<file path="config.mk">
export PLATFORM = sky130hd
export DESIGN_NAME = bhha_ram
export DESIGN_NICKNAME = d
export VERILOG_FILES = /design/src/sv/bhha_ram.sv
export SDC_FILE = /design/constraint.sdc
export NUM_CORES = 1
export LEC_CHECK = 0
export BUFFER_PORTS_ARGS = -buffer_cell sky130_fd_sc_hd__buf_4
export CAP_MARGIN = 20
export CORE_MARGIN = 3
export CORE_UTILIZATION = 35
export CTS_BUF_LIST = sky130_fd_sc_hd__clkbuf_8
export CTS_CLUSTER_SIZE = 12
export DETAILED_ROUTE_END_ITERATION = 12
export GPL_TIMING_DRIVEN = 0
export PLACE_DENSITY = 0.59
export SLEW_MARGIN = 5
export SYNTH_ARGS = -nofsm -noshare
export SYNTH_HDL_FRONTEND = slang
export SYNTH_SLANG_ARGS = --single-unit
</file>
<file path="constraint.sdc">
create_clock -name i_clk -period 1.9 [get_ports i_clk]
set_input_delay 0.095 -clock i_clk [delete_from_list [all_inputs] [get_ports i_clk]]
set_output_delay 0.095 -clock i_clk [all_outputs]
set_load 0.01 [all_outputs]
</file>
<file path="src/sv/bhha_ram.sv">
module bhha_ram #(
    parameter int WIDTH = 8,
    parameter int DEPTH = 16
) (
    input  logic                     i_clk,
    input  logic                     i_we,
    input  logic [$clog2(DEPTH)-1:0] i_waddr,
    input  logic [WIDTH-1:0]         i_wdata,
    input  logic [$clog2(DEPTH)-1:0] i_raddr,
    output logic [WIDTH-1:0]         o_rdata
);

    logic [WIDTH-1:0] r_mem [DEPTH];
    logic [WIDTH-1:0] r_rdata;

    always_ff @(posedge i_clk) begin
        if (i_we) begin
            r_mem[i_waddr] <= i_wdata;
        end
        r_rdata <= r_mem[i_raddr];
    end

    assign o_rdata = r_rdata;

endmodule

</file>
=== Word-level counts from Yosys, hierarchy flattened ===
Memories as Yosys holds them, arrays and structs flattened. A register that Yosys moved wholly into a read port is not among the register bits.
Index checks and enable logic that the tools add are counted.

* Reductions and logical operators: 0
* Mux-type cells: 2
* Multiply operators: 0
* Equal/unequal tests: 0
* Shift operators: 0
* $lt $le $gt $ge: 0
* $add $sub $neg: 0
* Bitwise operators: 0
* Div/mod/pow operators: 0

{| class="wikitable"
|+ Operator list
! operator !! count
|-
| two-way mux 1 bit || 2
|}

* Memories: 1
* Output and inout port bits: 8
* Logic and storage cells: 3
* Bits in latches: 0
* Memory bits (read-only): 0
* Memory bits (writable): 128
* Register bits: 0

{| class="wikitable"
|+ Memories
! memory !! depth !! width !! read ports !! clocked after Yosys merged registers in !! write ports !! line !! RTL
|-
| r_mem || 16 || 8 || 1 || 1 || 1 || 13 || <nowiki>logic [WIDTH-1:0] r_mem [DEPTH];</nowiki>
|}

=== Longest topological paths before layout ===
Gate-level depths: netlist of run 1.

* Word-level depth: 2
* Mapped depth: 5
* Depth with buffers taken out: 3

=== Worst setup path before layout of run 1 ===
No wires, ideal clock.

* Kind: input-to-reg
* Start point: input i_waddr[2]
* End point: memory r_mem[0][0] (enable)
* Cell stages on the path: 2
* Arrival: 1205 ps
* Data required time: 1517 ps
* Path slack: 312 ps
* Buffers on the path: 0
* Path through: or3b_2 -> nor3_1

{| class="wikitable"
|+ RTL lines
! element !! line !! RTL
|-
| start: declaration || 7 || <nowiki>input logic [$clog2(DEPTH)-1:0] i_waddr,</nowiki>
|-
| end: declaration || 13 ||
|}

Straight into the memory's write port.

==> impl_metrics.env, run 1 <==
export IMPL_outcome="finished, final reports clean"
export IMPL_fin_crit_sh=0.8111
export IMPL_hold_viol=0
export IMPL_cts_setup_buffers=0
export IMPL_clockRootBuffer="clkbuf_8"
export IMPL_grt_overflow=0
export IMPL_hpwl_um=6549
export IMPL_cts_tree="done"
export IMPL_cp_num_cells=3
export IMPL_startpoint="r_mem[1][3]"
export IMPL_cpMaxStageDelayCell="mux4_1"
export IMPL_worstPathMaxFanout=1
export IMPL_setup_violations=0
export IMPL_fin_setup_tns_ns=0
export IMPL_timing_slew_headroom=0.4433
export IMPL_path_buf_inv=0
export IMPL_die_area_um2=16200
export IMPL_cap_viol_max_count=0
export IMPL_fp_dieH_um=127.3
export IMPL_reg2reg_setup_slack_ns=0.36
export IMPL_drive_gt1_frac=0.2959
export IMPL_synth_area_leaders="edfxtp_1 (75%), mux4_2 (7.9%), mux4_1 (7.1%), dfxtp_1 (3.1%), a22oi_1 (2.3%)"
export IMPL_rr_startpoint="r_mem[1][3]"
export IMPL_num_io_pins=26
export IMPL_routed_wl_um=10270
export IMPL_critical_path_class="reg2reg"
export IMPL_cts_buffer_depth=2
export IMPL_grt_pass1_wl_um=15440
export IMPL_reg2regPathDepth=3
export IMPL_power_density_nw_per_um2=999.0
export IMPL_synth_edf_count=128
export IMPL_synth_ff_type="edfxtp_1"
export IMPL_hold_class="in2reg"
export IMPL_gp_congestion=0.7563
export IMPL_synthArstFlopShare=0
export IMPL_ys_warn_count=0
export IMPL_start_util=0.3638
export IMPL_fmax_mhz=648.9
export IMPL_synth_seq_cells=136
export IMPL_power_mw=6.028
export IMPL_first_pass_iters=4
export IMPL_critPathLaunchType="register"
export IMPL_min_period_ns=1.541
export IMPL_cp_data_arrival_time_ns=1.84
export IMPL_worstMarginPinSlew_ns=0.8320
export IMPL_crit_path_end_kind="register"
export IMPL_layout_area_overhead_vs_synth_pct=17.23
export IMPL_grt_start_max_net_pins=17
export IMPL_core_area_um2=14150
export IMPL_drtIter0Drc=186
export IMPL_slew_violations=0
export IMPL_portBuffers=24
export IMPL_synthCells=229
export IMPL_antenna_cells=0
export IMPL_grt_pass1_vias=2514
export IMPL_crit_path_end="o_rdata[3]"
export IMPL_synth_top_cell_by_area="edfxtp_1"
export IMPL_htreeDepth=4
export IMPL_insertion_delay_ns=0.43
export IMPL_grt_antenna_before_repair=0
export IMPL_fp_row_count=43
export IMPL_rsz0062_at_grt="no"
export IMPL_die_w_um=127.3
export IMPL_synth_seq_area_share=0.7778
export IMPL_cp_top_family="multiplexers"
export IMPL_fin_skew_ns=0.008204
export IMPL_yosysMostFrequentCell="edfxtp_1"
export IMPL_max_stage_delay_ns=0.56
export IMPL_nets=299
export IMPL_wl_per_cell_um=21.67
export IMPL_drtAntennaViolNets=0
export IMPL_drc=0
export IMPL_vias_per_cell=5.114
export IMPL_ir_drop_mv=0.8646
export IMPL_crit_chain="mux4_1, a22oi_1, nand2_1"
export IMPL_cts_buffers=17
export IMPL_clock_sinks=136
export IMPL_holdWs_ns=0.01726
export IMPL_avgSynthCellArea_um2=22.48
export IMPL_vias=2424
export IMPL_synthesis_area_um2=5147
export IMPL_synth_top_cell_area_share=0.7467
export IMPL_ys_top_cells_by_count="edfxtp_1 (128), mux4_2 (18), a22oi_1 (16), mux4_1 (14), nor2_1 (13)"
export IMPL_p_leak_nw=1.992
export IMPL_required_ns=2.20
export IMPL_syn_num_nets=247
export IMPL_grt_use_total=0.1347
export IMPL_clk_pin_slew_ns=0.08
export IMPL_synthDistinctLibCells=19
export IMPL_r2r_end="o_rdata[3]"
where the power goes:
group / switching (mW) / leakage, nW / total (mW) / internal (mW)
clock: 1.13 / 0.192 / 2.30 / 1.17
sequential: 0.0168 / 1.22 / 3.37 / 3.35
combinational: 0.200 / 0.577 / 0.364 / 0.164
worst min-delay path by stage:
stage | slack, ns | endpoint | startpoint | cells past startpoint
floorplan | 0.19 | r_mem[0][0] | i_wdata[0] | 0
global placement | 0.42 | r_mem[6][6] | i_wdata[6] | 1
detailed placement | 0.44 | r_mem[7][6] | i_wdata[6] | 1
CTS | 0.003 | r_mem[8][3] | i_wdata[3] | 1
global route | 0.01 | r_mem[1][3] | i_wdata[3] | 1
finish | 0.02 | r_mem[0][3] | i_wdata[3] | 1
layout by cell type, fill, tap and decap left out:
cell type and instances:
and2_1 1, a22oi_1 16, mux4_1 14, nor2b_1 1, buf_6 3, clkinvlp_4 4
clkinv_4 3, edfxtp_1 128, buf_2 4, nand3_1 1, mux4_2 18, nand2b_1 2
clkdlybuf4s25_2 3, nand2_1 9, clkinv_2 1, clkbuf_8 17, inv_6 3, bufinv_16 2
nor2_1 13, dfxtp_1 8, inv_1 2, dlygate4sd3_1 7, nor3_2 2, nor3_1 2
buf_4 26, and2b_1 1, or3b_2 1, nand3b_1 2
cell type report:
| type | count | area (um2) |
|---|---|---|
| tap | 180 | 225.2 |
| clock buffer | 17 | 234.0 |
| clock inverter | 15 | 155.1 |
| sequential | 136 | 4004 |
| multi-input combinational | 83 | 1067 |
| fill | 1244 | 8115 |
| buffer | 10 | 86.33 |
| timing repair buffer | 33 | 262.8 |
cell families after synthesis:
logic type / share of synthesized area
compound gates: 0.02334
simple gates: 0.03184
buf+inv: 0.01677
flops: 0.7778
mux: 0.1502
sequential cells by signal (all words and copies together) (netlist names):
signal,flops
o_rdata,8
r_mem,128
per-stage QoR:
step	instances	worst slack [ns]	instance area (um2)	utilization
5_1_grt	474	0.3461	6035	0.4265
2_1_floorplan	229	0.3121	5147	-
3_5_place_dp	435	0.09877	5575	0.3940
4_1_cts	474	0.3707	6035	0.4265
6_report	474	0.3590	6035	0.4265
3_3_place_gp	433	-0.3236	5553	0.3924
metal layers:
layer	wire length [um]	up-vias	track usage
li1	-	1075	-
met1	4389	1265	0.1872
met2	5076	75	0.2063
met3	706	9	0.03763
met4	100	0	0.04543
met5	0	-	0
what timing repair did:
item / 4_1_cts / 5_1_grt
gates resized for setup: 0 / 0
hold buffers: 7 / 0
endpoints found under the hold margin: 89 / 0
No activity file was read; power rests on OpenSTA's default activity.
==> inputs of run 2 (changes only) <==
Clock period 1.9 ns to 1.5 ns, I/O delays scaled along.
==> impl_metrics.env, run 2 (same netlist as run 1, synthesis figures left out) <==
export IMPL_outcome="finished, final reports clean"
export IMPL_critical_path_class="reg2reg"
export IMPL_drtAntennaViolNets=0
export IMPL_setup_violations=0
export IMPL_crit_chain="mux4_1, a22oi_2, nand2_1"
export IMPL_rr_startpoint="r_mem[1][1]"
export IMPL_hold_viol=0
export IMPL_final_cells=476
export IMPL_antenna_cells=0
export IMPL_grt_use_total=0.1370
export IMPL_cts_buffer_depth=2
export IMPL_cp_data_arrival_time_ns=1.76
export IMPL_mostFrequentLayoutCell="edfxtp_1"
export IMPL_fp_row_count=43
export IMPL_clk_pin_slew_ns=0.07
export IMPL_drc=0
export IMPL_grt_pass1_wl_um=15420
export IMPL_cap_viol_max_count=0
export IMPL_worstPathMaxFanout=1
export IMPL_cts_buffers=17
export IMPL_hold_start="i_waddr[0]"
export IMPL_postLayoutCoreUtil=0.4329
export IMPL_vias_per_cell=5.069
export IMPL_gp_congestion=0.8168
export IMPL_drive_gt1_frac=0.2905
export IMPL_layout_common_cells="edfxtp_1 (128), buf_4 (26), mux4_2 (18)"
export IMPL_worstMarginPinSlew_ns=0.8705
export IMPL_max_stage_delay_ns=0.56
export IMPL_holdPathStages=2
export IMPL_num_io_pins=26
export IMPL_first_pass_iters=4
export IMPL_wl_per_cell_um=21.68
export IMPL_layout_area_overhead_vs_synth_pct=19.01
export IMPL_die_area_um2=16200
export IMPL_cpMaxStageDelayCell="mux4_1"
export IMPL_crit_path_end_kind="register"
export IMPL_nets=301
export IMPL_drtIter0Drc=156
export IMPL_critPathLaunchType="register"
export IMPL_grt_antenna_before_repair=1
export IMPL_whs_endpoint="r_mem[8][5]"
export IMPL_min_period_ns=1.444
export IMPL_fin_crit_sh=0.9626
export IMPL_insertion_delay_ns=0.43
export IMPL_cp_top_family="multiplexers"
export IMPL_grt_overflow=0
export IMPL_clockRootBuffer="clkbuf_8"
export IMPL_portBuffers=24
export IMPL_fin_skew_ns=0.01215
export IMPL_p_leak_nw=2.051
export IMPL_cts_tree="done"
export IMPL_place_area_um2=5575
export IMPL_core_area_um2=14150
export IMPL_fin_ws_ns=0.05617
export IMPL_largest_register_ff_count=128
export IMPL_hpwl_um=6666
export IMPL_slew_violations=0
export IMPL_path_buf_inv=0
export IMPL_rsz0062_at_grt="no"
export IMPL_fmax_mhz=692.6
export IMPL_dp_cells=436
export IMPL_r2r_end="o_rdata[1]"
export IMPL_hold_class="in2reg"
export IMPL_routed_wl_um=10320
export IMPL_final_area_um2=6126
export IMPL_ir_drop_mv=0.8108
export IMPL_timing_slew_headroom=0.4175
export IMPL_max_flop_register="r_mem"
export IMPL_fp_dieH_um=127.3
export IMPL_power_mw=8.127
export IMPL_htreeDepth=4
export IMPL_power_density_nw_per_um2=1327
export IMPL_grt_start_max_net_pins=17
export IMPL_reg2reg_setup_slack_ns=0.06
export IMPL_die_w_um=127.3
export IMPL_vias=2413
export IMPL_reg2regPathDepth=3
export IMPL_grt_pass1_vias=2517
export IMPL_required_ns=1.81
export IMPL_start_util=0.3638
export IMPL_clock_sinks=136
export IMPL_dp_slack_ns=-0.3418
[run 2: cell count changes in the layout (fill, tap and decap cells not counted), moves of 2 or more]
cell	delta
inv_1	+2
inv_6	-3
clkinv_4	-3
a22oi_2	+4
bufinv_16	+4
a22oi_1	-4
clkinv_1	+3
clkinvlp_4	-4
[run 2: power by group]
part | switching, mW | leakage, nW | internal, mW | total [mW]
Combinational | 0.257 | 0.587 | 0.213 | 0.470
Clock | 1.29 | 0.241 | 2.10 | 3.39
Sequential | 0.0206 | 1.22 | 4.24 | 4.27
[run 2: worst reg2reg max path, stage by stage (launching register included)]
cell      delay, ns
edfxtp_1       0.35
mux4_1         0.56
a22oi_2        0.31
nand2_1        0.11
[run 2: through the flow]
step	hold slack [ns]	TNS, ns
after floorplan	0.1739	0
after global placement	0.3879	-17.58
final	0.08745	0
after CTS	0.06050	0
after global routing	0.06468	0
after detailed placement	0.4046	-10.77
[run 2: worst max path at each step]
stage	from	slack (ns)	cells after the start	end
global placement	i_waddr[2]	-0.41	3	r_mem[8][2]
floorplan	i_waddr[2]	0.16	2	r_mem[3][0]
finish	r_mem[1][1]	0.06	3	o_rdata[1]
detailed placement	i_waddr[2]	-0.34	3	r_mem[1][1]
CTS	r_mem[1][2]	0.05	3	o_rdata[2]
global route	r_mem[1][1]	0.004	3	o_rdata[1]
[run 2: what timing repair did]
action / in CTS / in global routing
endpoints found under the setup margin: 2 / 2
gates resized for setup: 2 / 2
buffers inserted: 0 / 0
hold buffers: 8 / 0
pin swaps: 0 / 0
hold endpoints to repair: 128 / 0
[run 2: area by class of cell]
cell class | instances | area, um2
Clock buffer | 17 | 234.0
Multi-Input combinational cell | 83 | 1082
Timing Repair Buffer | 35 | 277.8
Clock inverter | 15 | 216.5
Sequential cell | 136 | 4004
Tap cell | 180 | 225.2
Buffer | 10 | 86.33
Fill cell | 1215 | 8024
[run 2: layer usage]
metal	vias to the layer above	wire length, um	share of wire	GRT usage
li1	1079	-	-	-
met1	1237	4478	0.43	0.1938
met2	83	4919	0.48	0.1967
met3	12	781	0.076	0.04724
met4	2	127	0.012	0.05174
met5	-	13	0.0013	0
==> inputs of run 3 (changes only) <==
Settings changed: CORE_ASPECT_RATIO from default to 0.9, SLEW_MARGIN 5 to 20.
==> impl_metrics.env, run 3 (same netlist as run 1, synthesis figures left out) <==
export IMPL_drtAntennaViolNets=0
export IMPL_htreeDepth=4
export IMPL_final_cells=485
export IMPL_cp_top_family="multiplexers"
export IMPL_path_buf_inv=0
export IMPL_layout_common_cells="edfxtp_1 (128), buf_4 (25), mux4_2 (18)"
export IMPL_grt_start_max_net_pins=17
export IMPL_grt_overflow=0
export IMPL_first_pass_iters=4
export IMPL_core_area_um2=14210
export IMPL_clk_pin_slew_ns=0.08
export IMPL_place_area_um2=5589
export IMPL_grt_use_total=0.1361
export IMPL_required_ns=1.80
export IMPL_clockRootBuffer="clkbuf_8"
export IMPL_nets=297
export IMPL_timing_slew_headroom=0.4460
export IMPL_wl_per_cell_um=21.60
export IMPL_clock_sinks=136
export IMPL_rsz0062_at_grt="no"
export IMPL_grt_pass1_vias=2544
export IMPL_insertion_delay_ns=0.43
export IMPL_routed_wl_um=10480
export IMPL_num_io_pins=26
export IMPL_power_share_clock=0.386
export IMPL_max_stage_delay_ns=0.52
export IMPL_vias=2383
export IMPL_fp_row_count=41
export IMPL_layout_area_overhead_vs_synth_pct=17.62
export IMPL_cpMaxStageDelayCell="mux4_2"
export IMPL_fin_setup_tns_ns=0
export IMPL_critical_path_class="reg2reg"
export IMPL_cp_num_cells=3
export IMPL_vias_per_cell=4.913
export IMPL_p_int_mw=6.067
export IMPL_power_mw=7.701
export IMPL_fillCellCount=1234
export IMPL_ctsResizeCount=0
export IMPL_drive_gt1_frac=0.2911
export IMPL_drc=0
export IMPL_worstPathMaxFanout=1
export IMPL_antenna_cells=0
export IMPL_fin_ws_ns=0.07843
export IMPL_gp_congestion=0.7074
export IMPL_holdPathStages=1
export IMPL_drtIter0Drc=221
export IMPL_multi_input_comb_area_um2=1077
export IMPL_reg2regPathDepth=3
export IMPL_crit_chain="mux4_2, a22oi_1, nand2_1"
export IMPL_setup_violations=0
export IMPL_power_density_nw_per_um2=1272
export IMPL_grt_antenna_before_repair=0
export IMPL_max_flop_register="r_mem"
export IMPL_portBuffers=24
export IMPL_ir_drop_mv=0.5888
export IMPL_p_seq_frac=0.554
export IMPL_dp_slack_ns=-0.2905
export IMPL_comb_power_share=0.060
export IMPL_fmax_mhz=703.4
export IMPL_die_area_um2=16200
export IMPL_grt_pass1_wl_um=15530
export IMPL_cts_buffers=17
export IMPL_cts_tree="done"
export IMPL_seq_area_um2=4004
export IMPL_die_w_um=133.8
export IMPL_worstMarginPinSlew_ns=0.8279
export IMPL_slew_violations=0
export IMPL_crit_path_end_kind="register"
export IMPL_switching_share=0.2122
export IMPL_cts_buffer_depth=2
export IMPL_hold_class="in2reg"
export IMPL_largest_register_ff_count=128
export IMPL_fin_crit_sh=0.9477
export IMPL_hpwl_um=6668
export IMPL_fp_dieH_um=121.1
export IMPL_cp_data_arrival_time_ns=1.72
export IMPL_p_switching_mw=1.635
export IMPL_cap_viol_max_count=0
export IMPL_critPathLaunchType="register"
export IMPL_min_period_ns=1.422
export IMPL_final_area_um2=6055
export IMPL_fin_skew_ns=0.009847
export IMPL_hold_viol=0
export IMPL_dp_cells=446
export IMPL_p_leak_nw=1.991
export IMPL_mostFrequentLayoutCell="edfxtp_1"
export IMPL_start_util=0.3622
export IMPL_outcome="finished, final reports clean"
[run 3: per-layer routing]
| metal | part of all wire | wire (um) | GRT usage |
|---|---|---|---|
| met1 | 0.47 | 4974 | 0.1904 |
| met3 | 0.051 | 536 | 0.04187 |
| met5 | 0 | 0 | 0 |
| met2 | 0.47 | 4894 | 0.2112 |
| met4 | 0.0069 | 72 | 0.03149 |
[run 3: timing repair]
action / in CTS / in global routing
endpoints found under the hold margin: 110 / 0
endpoints found under the setup margin: 0 / 0
setup buffers: 0 / 0
hold buffers: 7 / 0
[run 3: final cells by class]
cell class / instances / area share
clock inverter: 15 / 0.02666
sequential: 136 / 0.6613
buffer: 10 / 0.01426
clock buffer: 17 / 0.03864
multi-input combinational: 83 / 0.1779
tap: 193 / 0.03988
timing repair buffer: 31 / 0.04133
[run 3: power groups by stage]
stage               registers [mW]  logic [mW]  clock network, mW
global route                  4.27       0.498               3.20
detailed placement            4.35       0.458                  0
global placement              4.34       0.446                  0
floorplan                     4.36       0.216                  0
CTS                           4.26       0.473               3.02
finish                        4.26       0.464               2.97
[run 3: metrics by stage]
step	utilization	hold WS [ns]
after floorplan	-	0.1739
after global placement	0.3923	0.3941
after detailed placement	0.3933	0.4201
after CTS	0.4261	0.0001077
after global routing	0.4261	0.004526
final	0.4261	0.02222
[run 3: path summary, 6_finish.rpt]
kind                       end  slack (ns)    startpoint
setup / recovery    o_rdata[0]        0.08  r_mem[15][0]
hold / removal    r_mem[13][3]        0.02    i_wdata[3]
setup reg to reg    o_rdata[0]        0.08  r_mem[15][0]
hold reg to reg     o_rdata[1]        0.71   r_mem[0][1]
[run 3: worst reg2reg max path, delay by kind of cell, from the launching register on]
kind / cells / cell delay [ns]
AO/OA/AOI/OAI: 1 / 0.29
flip-flops: 1 / 0.36
multiplexers: 1 / 0.52
AND/OR/NAND/NOR: 1 / 0.13
